$ cat config.mk
export PLATFORM = sky130hd
export DESIGN_NAME = mic_frame_level_meter_top_flat
export DESIGN_NICKNAME = d
export VERILOG_FILES = /design/src/rtl/core/mflm_pkg.sv /design/src/rtl/core/mflm_if.sv /design/src/rtl/core/mflm_lane.sv /design/src/rtl/core/mflm_merge.sv /design/src/rtl/core/mic_frame_level_meter_top.sv /design/src/flat_wrapper.sv
export SDC_FILE = /design/constraint.sdc
export NUM_CORES = 2
export LEC_CHECK = 0
export BUFFER_PORTS_ARGS = -buffer_cell sky130_fd_sc_hd__buf_2
export CAP_MARGIN = 30
export CELL_PAD_IN_SITES_DETAIL_PLACEMENT = 1
export CELL_PAD_IN_SITES_GLOBAL_PLACEMENT = 1
export CORE_UTILIZATION = 50
export DETAILED_ROUTE_END_ITERATION = 10
export PLACE_DENSITY_LB_ADDON = 0.1
export SYNTH_ARGS = -nofsm -noshare
export SYNTH_HDL_FRONTEND = slang
export SYNTH_HIERARCHICAL = 1
export SYNTH_SLANG_ARGS = --single-unit
$ cat constraint.sdc
create_clock -name clk -period 36 [get_ports clk]
set_input_delay 5.4 -clock clk [delete_from_list [all_inputs] [get_ports clk]]
set_output_delay 5.4 -clock clk [all_outputs]
set_load 0.05 [all_outputs]
$ cat src/rtl/core/mflm_pkg.sv
// ============================================================================
// mflm_pkg: shared types and constants for the frame level meter
// Field widths, register indexes and the structs that pass between the
// lanes, the merge stage and the top level.
// ============================================================================
package mflm_pkg;

    // Field widths
    localparam int SLOT_W     = 32;
    localparam int SAMPLE_W   = 16;
    localparam int SQUARE_W   = 2 * SAMPLE_W;
    localparam int SUM_W      = 50;
    localparam int PEAK_W     = 16;
    localparam int FRAMES_W   = 20;
    localparam int SHIFT_W    = 5;
    localparam int TOP_SHIFT  = 16;

    // Width of the internal saturating frame counter
    localparam int COUNT_BITS = 20;

    // Configuration port
    localparam int CFG_IDX_W  = 2;
    localparam int CFG_DATA_W = SHIFT_W;

    localparam logic [CFG_IDX_W-1:0] CFG_MIC_SLOT  = CFG_IDX_W'(0);
    localparam logic [CFG_IDX_W-1:0] CFG_MIC_SHIFT = CFG_IDX_W'(1);

    localparam logic              MIC_SLOT_RESET  = 1'b0;
    localparam logic [SHIFT_W-1:0] MIC_SHIFT_RESET = SHIFT_W'(14);

    localparam logic signed [SAMPLE_W-1:0] SAMPLE_MAX = 16'sh7FFF;
    localparam logic signed [SAMPLE_W-1:0] SAMPLE_MIN = -16'sh8000;

    // Per-lane control from the top level
    typedef struct packed {
        logic update;   // a frame is transferred this cycle
        logic clear;    // frame ends the period: restart after it
    } lane_ctrl_t;

    // Per-lane totals including the current frame
    typedef struct packed {
        logic [SUM_W-1:0]  square_sum;
        logic [PEAK_W-1:0] peak;
    } lane_level_t;

    // One result item
    typedef struct packed {
        logic signed [SAMPLE_W-1:0] pcm_sample;
        logic                       report_valid;
        logic [SUM_W-1:0]           left_square_sum;
        logic [SUM_W-1:0]           right_square_sum;
        logic [PEAK_W-1:0]          left_peak;
        logic [PEAK_W-1:0]          right_peak;
        logic [FRAMES_W-1:0]        frames_seen;
    } result_t;

endpackage

$ cat src/rtl/core/mflm_if.sv
// ============================================================================
// mflm_if: valid/ready channels of the frame level meter
// mflm_frame_if carries one stereo frame, mflm_level_if one result item.
// ============================================================================
interface mflm_frame_if;
    import mflm_pkg::*;

    logic                     valid;
    logic                     ready;
    logic signed [SLOT_W-1:0] left_slot;
    logic signed [SLOT_W-1:0] right_slot;
    logic                     end_of_period;

    modport source (output valid, output left_slot, output right_slot,
                    output end_of_period, input ready);
    modport sink   (input valid, input left_slot, input right_slot,
                    input end_of_period, output ready);
endinterface

interface mflm_level_if;
    import mflm_pkg::*;

    logic                       valid;
    logic                       ready;
    logic signed [SAMPLE_W-1:0] pcm_sample;
    logic                       report_valid;
    logic [SUM_W-1:0]           left_square_sum;
    logic [SUM_W-1:0]           right_square_sum;
    logic [PEAK_W-1:0]          left_peak;
    logic [PEAK_W-1:0]          right_peak;
    logic [FRAMES_W-1:0]        frames_seen;

    modport source (output valid, output pcm_sample, output report_valid,
                    output left_square_sum, output right_square_sum,
                    output left_peak, output right_peak, output frames_seen,
                    input ready);
    modport sink   (input valid, input pcm_sample, input report_valid,
                    input left_square_sum, input right_square_sum,
                    input left_peak, input right_peak, input frames_seen,
                    output ready);
endinterface

$ cat src/rtl/core/mflm_lane.sv
// ============================================================================
// mflm_lane: one channel of the level meter
// Takes the top 16 bits of a slot, squares the magnitude into a saturating
// sum and tracks the peak magnitude over the period.
// ============================================================================
module mflm_lane (
    input  logic                                  clk,
    input  logic                                  rst_n,
    input  logic signed [mflm_pkg::SLOT_W-1:0]    slot,
    input  mflm_pkg::lane_ctrl_t                  ctrl,
    output mflm_pkg::lane_level_t                 level
);
    import mflm_pkg::*;

    logic [SUM_W-1:0]           acc_reg;
    logic [SUM_W-1:0]           acc_next;
    logic [PEAK_W-1:0]          peak_reg;
    logic [PEAK_W-1:0]          peak_next;
    logic signed [SAMPLE_W-1:0] top;
    logic [SAMPLE_W-1:0]        mag;
    logic [SQUARE_W-1:0]        square;
    logic [SUM_W:0]             sum_wide;

    // Top half of the slot and its magnitude (-32768 maps to 0x8000)
    assign top    = slot[SLOT_W-1:TOP_SHIFT];
    assign mag    = top[SAMPLE_W-1] ? (~top + SAMPLE_W'(1)) : top;
    assign square = mag * mag;

    // Accumulate with saturation at the all-ones value
    assign sum_wide = {1'b0, acc_reg} + (SUM_W + 1)'(square);
    assign acc_next = sum_wide[SUM_W] ? {SUM_W{1'b1}} : sum_wide[SUM_W-1:0];

    // Track the peak
    assign peak_next = (mag > peak_reg) ? mag : peak_reg;

    assign level.square_sum = acc_next;
    assign level.peak       = peak_next;

    // Advance on each transfer, restart after the end of a period
    always_ff @(posedge clk or negedge rst_n)
    begin
        if (!rst_n)
        begin
            acc_reg  <= '0;
            peak_reg <= '0;
        end
        else if (ctrl.update)
        begin
            if (ctrl.clear)
            begin
                acc_reg  <= '0;
                peak_reg <= '0;
            end
            else
            begin
                acc_reg  <= acc_next;
                peak_reg <= peak_next;
            end
        end
    end

endmodule

$ cat src/rtl/core/mflm_merge.sv
// ============================================================================
// mflm_merge: merge stage of the level meter
// Counts frames, forms the PCM sample, combines both lanes into one result
// and holds it in an output register backed by a skid register.
// ============================================================================
module mflm_merge (
    input  logic                                  clk,
    input  logic                                  rst_n,
    input  logic                                  take,
    input  logic                                  eop,
    input  logic signed [mflm_pkg::SLOT_W-1:0]    pcm_src,
    input  logic [mflm_pkg::SHIFT_W-1:0]          shift,
    input  mflm_pkg::lane_level_t                 left_lvl,
    input  mflm_pkg::lane_level_t                 right_lvl,
    output logic                                  in_ready,
    output logic                                  out_valid,
    input  logic                                  out_ready,
    output mflm_pkg::result_t                     out_data
);
    import mflm_pkg::*;

    logic [COUNT_BITS-1:0]            tally_reg;
    logic [COUNT_BITS-1:0]            tally_next;
    logic [COUNT_BITS+FRAMES_W-1:0]   tally_ext;
    logic signed [SLOT_W-1:0]         shifted;
    logic signed [SAMPLE_W-1:0]       pcm;
    result_t                          fresh;
    result_t                          out_reg;
    result_t                          skid_reg;
    logic                             out_valid_reg;
    logic                             skid_valid_reg;
    logic                             pop;

    // Saturating frame count including this frame
    assign tally_next = (&tally_reg) ? tally_reg : tally_reg + COUNT_BITS'(1);
    assign tally_ext  = {{FRAMES_W{1'b0}}, tally_next};

    always_ff @(posedge clk or negedge rst_n)
    begin
        if (!rst_n)
        begin
            tally_reg <= '0;
        end
        else if (take)
        begin
            tally_reg <= eop ? '0 : tally_next;
        end
    end

    // Shift the selected slot and clamp to 16 bits
    assign shifted = pcm_src >>> shift;

    always_comb
    begin
        priority if (!shifted[SLOT_W-1] && (|shifted[SLOT_W-2:SAMPLE_W-1]))
        begin
            pcm = SAMPLE_MAX;
        end
        else if (shifted[SLOT_W-1] && !(&shifted[SLOT_W-2:SAMPLE_W-1]))
        begin
            pcm = SAMPLE_MIN;
        end
        else
        begin
            pcm = shifted[SAMPLE_W-1:0];
        end
    end

    // Combine lanes; level fields are zero outside a report
    always_comb
    begin
        fresh.pcm_sample   = pcm;
        fresh.report_valid = eop;
        if (eop)
        begin
            fresh.left_square_sum  = left_lvl.square_sum;
            fresh.right_square_sum = right_lvl.square_sum;
            fresh.left_peak        = left_lvl.peak;
            fresh.right_peak       = right_lvl.peak;
            fresh.frames_seen      = tally_ext[FRAMES_W-1:0];
        end
        else
        begin
            fresh.left_square_sum  = '0;
            fresh.right_square_sum = '0;
            fresh.left_peak        = '0;
            fresh.right_peak       = '0;
            fresh.frames_seen      = '0;
        end
    end

    // Output register with skid: accept while the skid slot is free
    assign pop       = out_valid_reg && out_ready;
    assign in_ready  = !skid_valid_reg;
    assign out_valid = out_valid_reg;
    assign out_data  = out_reg;

    always_ff @(posedge clk or negedge rst_n)
    begin
        if (!rst_n)
        begin
            out_valid_reg  <= 1'b0;
            skid_valid_reg <= 1'b0;
        end
        else if (skid_valid_reg)
        begin
            if (pop)
            begin
                skid_valid_reg <= 1'b0;
            end
        end
        else if (take)
        begin
            if (out_valid_reg && !out_ready)
            begin
                skid_valid_reg <= 1'b1;
            end
            out_valid_reg <= 1'b1;
        end
        else if (pop)
        begin
            out_valid_reg <= 1'b0;
        end
    end

    // Payload moves without reset
    always_ff @(posedge clk)
    begin
        if (skid_valid_reg)
        begin
            if (pop)
            begin
                out_reg <= skid_reg;
            end
        end
        else if (take)
        begin
            if (out_valid_reg && !out_ready)
            begin
                skid_reg <= fresh;
            end
            else
            begin
                out_reg <= fresh;
            end
        end
    end

endmodule

$ cat src/rtl/core/mic_frame_level_meter_top.sv
// ============================================================================
// mic_frame_level_meter_top: stereo microphone frame level meter
// Two metering lanes (left, right) run side by side on each frame; a merge
// stage counts frames, forms the PCM sample and reports period totals.
// ============================================================================
//
//   channel   direction  handshake       payload
//   frame     in         valid/ready     left_slot, right_slot, end_of_period
//   level     out        valid/ready     pcm_sample, report_valid, sums,
//                                        peaks, frames_seen
//   cfg_*     in         write enable    cfg_index, cfg_data
//
// One frame per clock while frame.ready is high; each result is registered in the
// output register, or in the skid register while the sink stalls. Each lane forms
// one 16x16 square and a 50-bit add. A two-deep output (register plus skid) takes
// one more frame while the sink stalls; frame.ready drops only when both entries are full.
// Reset clears the sums, peaks, frame count and output valids, and loads
// mic_slot = 0 and mic_shift = 14.
// ============================================================================
module mic_frame_level_meter_top (
    input  logic                              clk,
    input  logic                              rst_n,
    mflm_frame_if.sink                        frame,
    mflm_level_if.source                      level,
    input  logic                              cfg_we,
    input  logic [mflm_pkg::CFG_IDX_W-1:0]    cfg_index,
    input  logic [mflm_pkg::CFG_DATA_W-1:0]   cfg_data
);
    import mflm_pkg::*;

    logic                     mic_slot_reg;
    logic [SHIFT_W-1:0]       mic_shift_reg;
    logic                     take;
    lane_ctrl_t               ctrl;
    lane_level_t              left_lvl;
    lane_level_t              right_lvl;
    logic signed [SLOT_W-1:0] pcm_src;
    result_t                  res;

    // Configuration writes; unknown indexes drop
    always_ff @(posedge clk or negedge rst_n)
    begin
        if (!rst_n)
        begin
            mic_slot_reg  <= MIC_SLOT_RESET;
            mic_shift_reg <= MIC_SHIFT_RESET;
        end
        else if (cfg_we)
        begin
            unique case (cfg_index)
                CFG_MIC_SLOT:  mic_slot_reg  <= cfg_data[0];
                CFG_MIC_SHIFT: mic_shift_reg <= cfg_data[SHIFT_W-1:0];
                default:       ;
            endcase
        end
    end

    // Frame transfer and lane control
    assign take        = frame.valid && frame.ready;
    assign ctrl.update = take;
    assign ctrl.clear  = frame.end_of_period;
    assign pcm_src     = mic_slot_reg ? frame.right_slot : frame.left_slot;

    mflm_lane u_left (
        .clk   (clk),
        .rst_n (rst_n),
        .slot  (frame.left_slot),
        .ctrl  (ctrl),
        .level (left_lvl)
    );

    mflm_lane u_right (
        .clk   (clk),
        .rst_n (rst_n),
        .slot  (frame.right_slot),
        .ctrl  (ctrl),
        .level (right_lvl)
    );

    mflm_merge u_merge (
        .clk       (clk),
        .rst_n     (rst_n),
        .take      (take),
        .eop       (frame.end_of_period),
        .pcm_src   (pcm_src),
        .shift     (mic_shift_reg),
        .left_lvl  (left_lvl),
        .right_lvl (right_lvl),
        .in_ready  (frame.ready),
        .out_valid (level.valid),
        .out_ready (level.ready),
        .out_data  (res)
    );

    // Drive the result channel
    assign level.pcm_sample       = res.pcm_sample;
    assign level.report_valid     = res.report_valid;
    assign level.left_square_sum  = res.left_square_sum;
    assign level.right_square_sum = res.right_square_sum;
    assign level.left_peak        = res.left_peak;
    assign level.right_peak       = res.right_peak;
    assign level.frames_seen      = res.frames_seen;

endmodule

$ cat src/flat_wrapper.sv
// flat-port wrapper written by rule: the top's interface ports become plain ports
module mic_frame_level_meter_top_flat import mflm_pkg::*;
  (clk, rst_n, cfg_we, cfg_index, cfg_data, frame_valid, frame_left_slot, frame_right_slot, frame_end_of_period, frame_ready, level_valid, level_pcm_sample, level_report_valid, level_left_square_sum, level_right_square_sum, level_left_peak, level_right_peak, level_frames_seen, level_ready);
  mflm_frame_if frame_i ();
  mflm_level_if level_i ();
  input  logic clk;
  input  logic rst_n;
  input  logic cfg_we;
  input  logic [mflm_pkg::CFG_IDX_W-1:0] cfg_index;
  input  logic [mflm_pkg::CFG_DATA_W-1:0] cfg_data;
  input wire logic [$bits(frame_i.valid)-1:0] frame_valid;
  input wire logic [$bits(frame_i.left_slot)-1:0] frame_left_slot;
  input wire logic [$bits(frame_i.right_slot)-1:0] frame_right_slot;
  input wire logic [$bits(frame_i.end_of_period)-1:0] frame_end_of_period;
  output wire logic [$bits(frame_i.ready)-1:0] frame_ready;
  output wire logic [$bits(level_i.valid)-1:0] level_valid;
  output wire logic [$bits(level_i.pcm_sample)-1:0] level_pcm_sample;
  output wire logic [$bits(level_i.report_valid)-1:0] level_report_valid;
  output wire logic [$bits(level_i.left_square_sum)-1:0] level_left_square_sum;
  output wire logic [$bits(level_i.right_square_sum)-1:0] level_right_square_sum;
  output wire logic [$bits(level_i.left_peak)-1:0] level_left_peak;
  output wire logic [$bits(level_i.right_peak)-1:0] level_right_peak;
  output wire logic [$bits(level_i.frames_seen)-1:0] level_frames_seen;
  input wire logic [$bits(level_i.ready)-1:0] level_ready;
  assign frame_i.valid = frame_valid;
  assign frame_i.left_slot = frame_left_slot;
  assign frame_i.right_slot = frame_right_slot;
  assign frame_i.end_of_period = frame_end_of_period;
  assign frame_ready = frame_i.ready;
  assign level_valid = level_i.valid;
  assign level_pcm_sample = level_i.pcm_sample;
  assign level_report_valid = level_i.report_valid;
  assign level_left_square_sum = level_i.left_square_sum;
  assign level_right_square_sum = level_i.right_square_sum;
  assign level_left_peak = level_i.left_peak;
  assign level_right_peak = level_i.right_peak;
  assign level_frames_seen = level_i.frames_seen;
  assign level_i.ready = level_ready;
  mic_frame_level_meter_top u_core (.clk(clk), .rst_n(rst_n), .frame(frame_i), .level(level_i), .cfg_we(cfg_we), .cfg_index(cfg_index), .cfg_data(cfg_data));
endmodule
After elaboration in Yosys (flattened, before gate mapping). Cells that the tools add are included.

Register bits after elaboration: 498. Input port bits: 77. Output and inout bits: 171. Word-level logic and storage cells: 85.

Add/sub/neg operators: 5. $mul: 2. Order comparisons: 2. Equality and inequality tests: 3. Shifts and indexed selects: 1. Muxes and demuxes: 26. Bitwise gates (word level): 3. Reductions and logical operators: 20.

Operators by type and width (count): $mux W169 (4); $mux W50 (4); $mux W152 (1); $mux W16 (8); $add A50 B32 Y51 (2); $mul A16 B16 Y32 (2); $mux W20 (2); $add A16 B2 Y16 const B (2); $gt A16 B16 Y1 (2); $mux W32 (1); $not A16 Y16 (2); $sshr A32 B5 Y32 (1); $add A20 B1 Y20 const B (1); $reduce_and A20 Y1 (1); $reduce_and A16 Y1 (1); $reduce_or A16 Y1 (1); $mux W1 (6); $reduce_and A2 Y1 (3); $reduce_and A3 Y1 (2); $logic_and A1 B1 Y1 (5); $logic_not A1 Y1 (4); $reduce_bool A2 Y1 (2); $eq A2 B1 Y1 const B (1); $logic_not A2 Y1 (1); 3 further kinds (3).

Longest topological paths before layout.
Depth in word-level cells: 10. Gate-level depth with buffers: 35. Gate-level depth less buffers: 32.

Cells and area by module. The synthesis kept the hierarchy.

By module, submodules not included: mflm_merge (instances 1, cells an instance 1170, area an instance 16933.7 um^2, seq. area each 10700.3 um^2); mflm_lane at u_core.u_right (instances 1, cells an instance 1452, area an instance 12404.4 um^2, seq. area each 1651.6 um^2); mflm_lane at u_core.u_left (instances 1, cells an instance 1446, area an instance 12394.4 um^2, seq. area each 1651.6 um^2); mic_frame_level_meter_top (instances 1, cells an instance 51, area an instance 795.8 um^2, seq. area each 153.9 um^2).

Worst setup path before layout. OpenSTA, ideal clock, no wires.

Kind: input -> register. From: input port frame_valid. To: register u_core/u_merge/skid_reg[0] (netlist name) (enable). Library setup time: 1.120 ns. Data arrival time: 21.852 ns. Required time: 34.880 ns. Setup slack: 13.028 ns. Stages on the path: 3. Path buffers: 1. Cells stage by stage: and2_1 clkbuf_1 nor4bb_1.

Cells in the longest elaborated chain, start to end: 2.

Ends and longest elaborated chain: from (decl) (RTL line flat_wrapper.sv:11) `input wire logic [$bits(frame_i.valid)-1:0] frame_valid;`; $logic_and A1 B1 Y1 (RTL line mic_frame_level_meter_top.sv:59) `assign take = frame.valid && frame.ready;`; $reduce_and A3 Y1 (no line); to (signal assigned) (RTL line mflm_merge.sv:140) `skid_reg <= fresh;`; to (decl) (RTL line mflm_merge.sv:29) `result_t skid_reg;`.

No other way between the ends. A chain may end at the register's enable or synchronous reset.

==> out/qor.txt <==
run status - complete, no violations
area grow syn2layout - 10.4%
Root Buffer Master - clkbuf_16
crit path kind - in -> reg
num rows - 106
Design Area, Final - 47000 µm²
RR Endpoint - u_core/u_merge/out_data[145]
Slew Limit Fails - 0
Synth Area in Adders - 0.255
Vias - 31071
Hold Fails Final Rpt - 0
max incr delay on CP - 800 ps
Synth Area in Simple Gates - 0.112
core area - 84000 µm²
Cell variety after synth - 106
crit end category - flip-flop
multi-input combinational cell area - 24700 µm²
Seq/Total Area, Yosys - 0.333
Mapped Cells - 4119
largest net degree at the start of global routing - 151
initial antenna violation count - 9
crit path launch type - input port
Slew headroom - 0.308
Final setup viols - 0
DRT met1 WL - 52900 µm
Mapped Area - 42500 µm²
die area - 86200 µm²
drt drc - 0
fill count - 9246
#FFs+latches synth - 498
die width - 294 µm
CP Data Required Time - 36390 ps
Hold Buf Count CTS - 0
H-tree levels - 2
Hold Path Depth - 1
drt wl/cell - 22.0 µm
period utilization - 0.406
Non-Filler Instances - 5487
gp weighted congestion - 0.908
met3 wire len - 6380 µm
Resized cells post-CTS - 0
dpl cells - 5375
layout cells sized above 1 - 0.163
Worst Hold Launch - u_core/u_left/peak_reg[5]
DP Wirelength - 89900 µm
Hold EP - u_core/u_left/peak_reg[5]
Synth async-reset ratio - 0.321
Worst-Skew Late Latency - 630 ps
Ports - 248
Synth area leader - edfxtp_1
number of CTS-inserted buffers - 57
Initial Util - 0.507
NumNets Final - 5014
Setup TNS Final - 0 ps
GR Overflow Total - 0
dominant register cell in the synthesized netlist - edfxtp_1
Crit-path slowest cell - xor2_1
wirelength, routed - 121000 µm
die height - 294 µm
post-synthesis compound-gate area fraction - 0.106
placed cell areas - 44800 µm²
Clock transition at path regs - 60 ps
CTS tree - yes
min-delay worst type - reg -> reg
vias in the first global route - 33426
unrepaired setup endpoints after global routing - false
drt initial violations - 1900
postcts setup bufs - 0
Critical Path AT - 15020 ps
met2 wire len - 58500 µm
min Tclk post-route - 14630 ps
Tot GR Track Use - 0.284
Pre-Repair DR Iteration Count - 5
Setup Skew - 23.3 ps
post-synthesis mux area share - 0.0808
xor/xnor share of the synthesized area - 0.0243
first-pass GRT wire length - 190000 µm
RR Startpoint - u_core/u_left/acc_reg[8]
FF+latch area - 14200 µm²
number of synthesized flops with an enable pin - 338
cells on worst reg2reg path - 21
crit-path max FO - 53
Synth top area share - 0.239
max-cap violation count - 0
most frequent cell on the critical path - fa_1
Detail Route Antenna Nets - 0
fmax - 68.4 MHz
clock tree buffer depth - 3
Worst-Margin Slew - 1040 ps
most area-consuming cells after synthesis - edfxtp_1, fa_1, dfrtp_1
CTS Sinks - 498
# port buffers - 247
Top Layer Used - met5
largest family of logic cells by synthesized area - adder cells
r2r setup slk - 29700 ps
routed vias/inst - 5.66
Yosys warning count - 6
Avg Cell Area, Syn - 10.3 µm²
## worst max-delay path by stage
stage,start,endpoint,slack (ps),cells past startpoint
after global routing,frame_right_slot[19],u_core/u_merge/out_data[57],21030,30
after detailed placement,frame_right_slot[19],u_core/u_merge/out_data[57],20610,28
final,frame_right_slot[19],u_core/u_merge/out_data[57],21370,30
after floorplan,frame_valid,u_core/u_merge/skid_reg[0],13030,3
after CTS,frame_right_slot[19],u_core/u_merge/out_data[57],21280,28
after global placement,frame_right_slot[19],u_core/u_merge/out_data[93],20830,29
## worst max-delay path, delay by kind of cell
family | cells | cell delay (ps)
adders and majority gates | 7 | 3390
xor gates and xnor gates | 1 | 800
AOI/OAI and AO/OA | 6 | 1380
muxes | 1 | 260
buffers and inverters | 8 | 1320
and+or+nand+nor | 7 | 2420
## synthesized netlist by cell type (all sizes together), types with 12 or more instances
library cell	count
a21o	45
ha	247
inv	763
mux4	28
nor3b	12
xnor2	69
nor2b	12
a31oi	35
edfxtp	338
o31ai	20
xor2	48
nand3	43
fa	387
buf	44
a21oi	178
o2bb2ai	17
o211ai	15
a22o	73
mux2	215
and2	161
mux2i	27
nand4	30
and3	34
nor2	195
o21a	28
nand2	358
or2	13
nand2b	27
dfrtp	157
nor3	37
a31o	15
o22ai	19
a21boi	12
clkbuf	147
nor4	14
o21ai	125
## stage by stage
stage / util / worst slack [ps] / hold slack, ps
global placement: 0.534 / 20830 / 473
global route: 0.559 / 21030 / 509
finish: 0.559 / 21370 / 494
detailed placement: 0.534 / 20610 / 474
floorplan: - / 13030 / 456
CTS: 0.559 / 21280 / 493
## placed cells by master, fill, tap and decap left out, drive strengths merged, types with 70 or more instances in the layout
cell    Yosys  final
buf        44    299
fa        387    387
o21ai     125    125
dfrtp     157    157
a21oi     178    178
inv       763    768
edfxtp    338    338
ha        247    247
and2      161    161
mux2      215    215
nand2     358    358
a22o       73     73
nor2      195    195
clkbuf    147     70
## cell families (layout without fill, tap and decap cells)
| kind of cell | count (synthesis) | count (layout) |
|---|---|---|
| fa+ha+maj | 634 | 634 |
| buf+inv | 960 | 1175 |
| xor+xnor | 117 | 117 |
| other cells | 4 | 23 |
| mux | 270 | 270 |
| simple gates | 973 | 973 |
| flops | 498 | 498 |
| compound gates | 663 | 663 |
## cell type report
class,count,area share
diodes,2,0.000107
flip-flops and latches,498,0.302
repair buffers,299,0.0359
clock buffers,70,0.0331
inverters,769,0.0616
well taps,1134,0.0302
multi-input cells,2678,0.527
clock inverters,37,0.0108
## routing by layer
metal  vias up  track usage
li1      14049            -
met1     16093        0.391
met2       772        0.478
met3       149       0.0376
met4         8       0.0659
met5         -            0
Power is not shown: default switching activity piles up to over one toggle a cycle in this logic, so the estimate is an artifact.
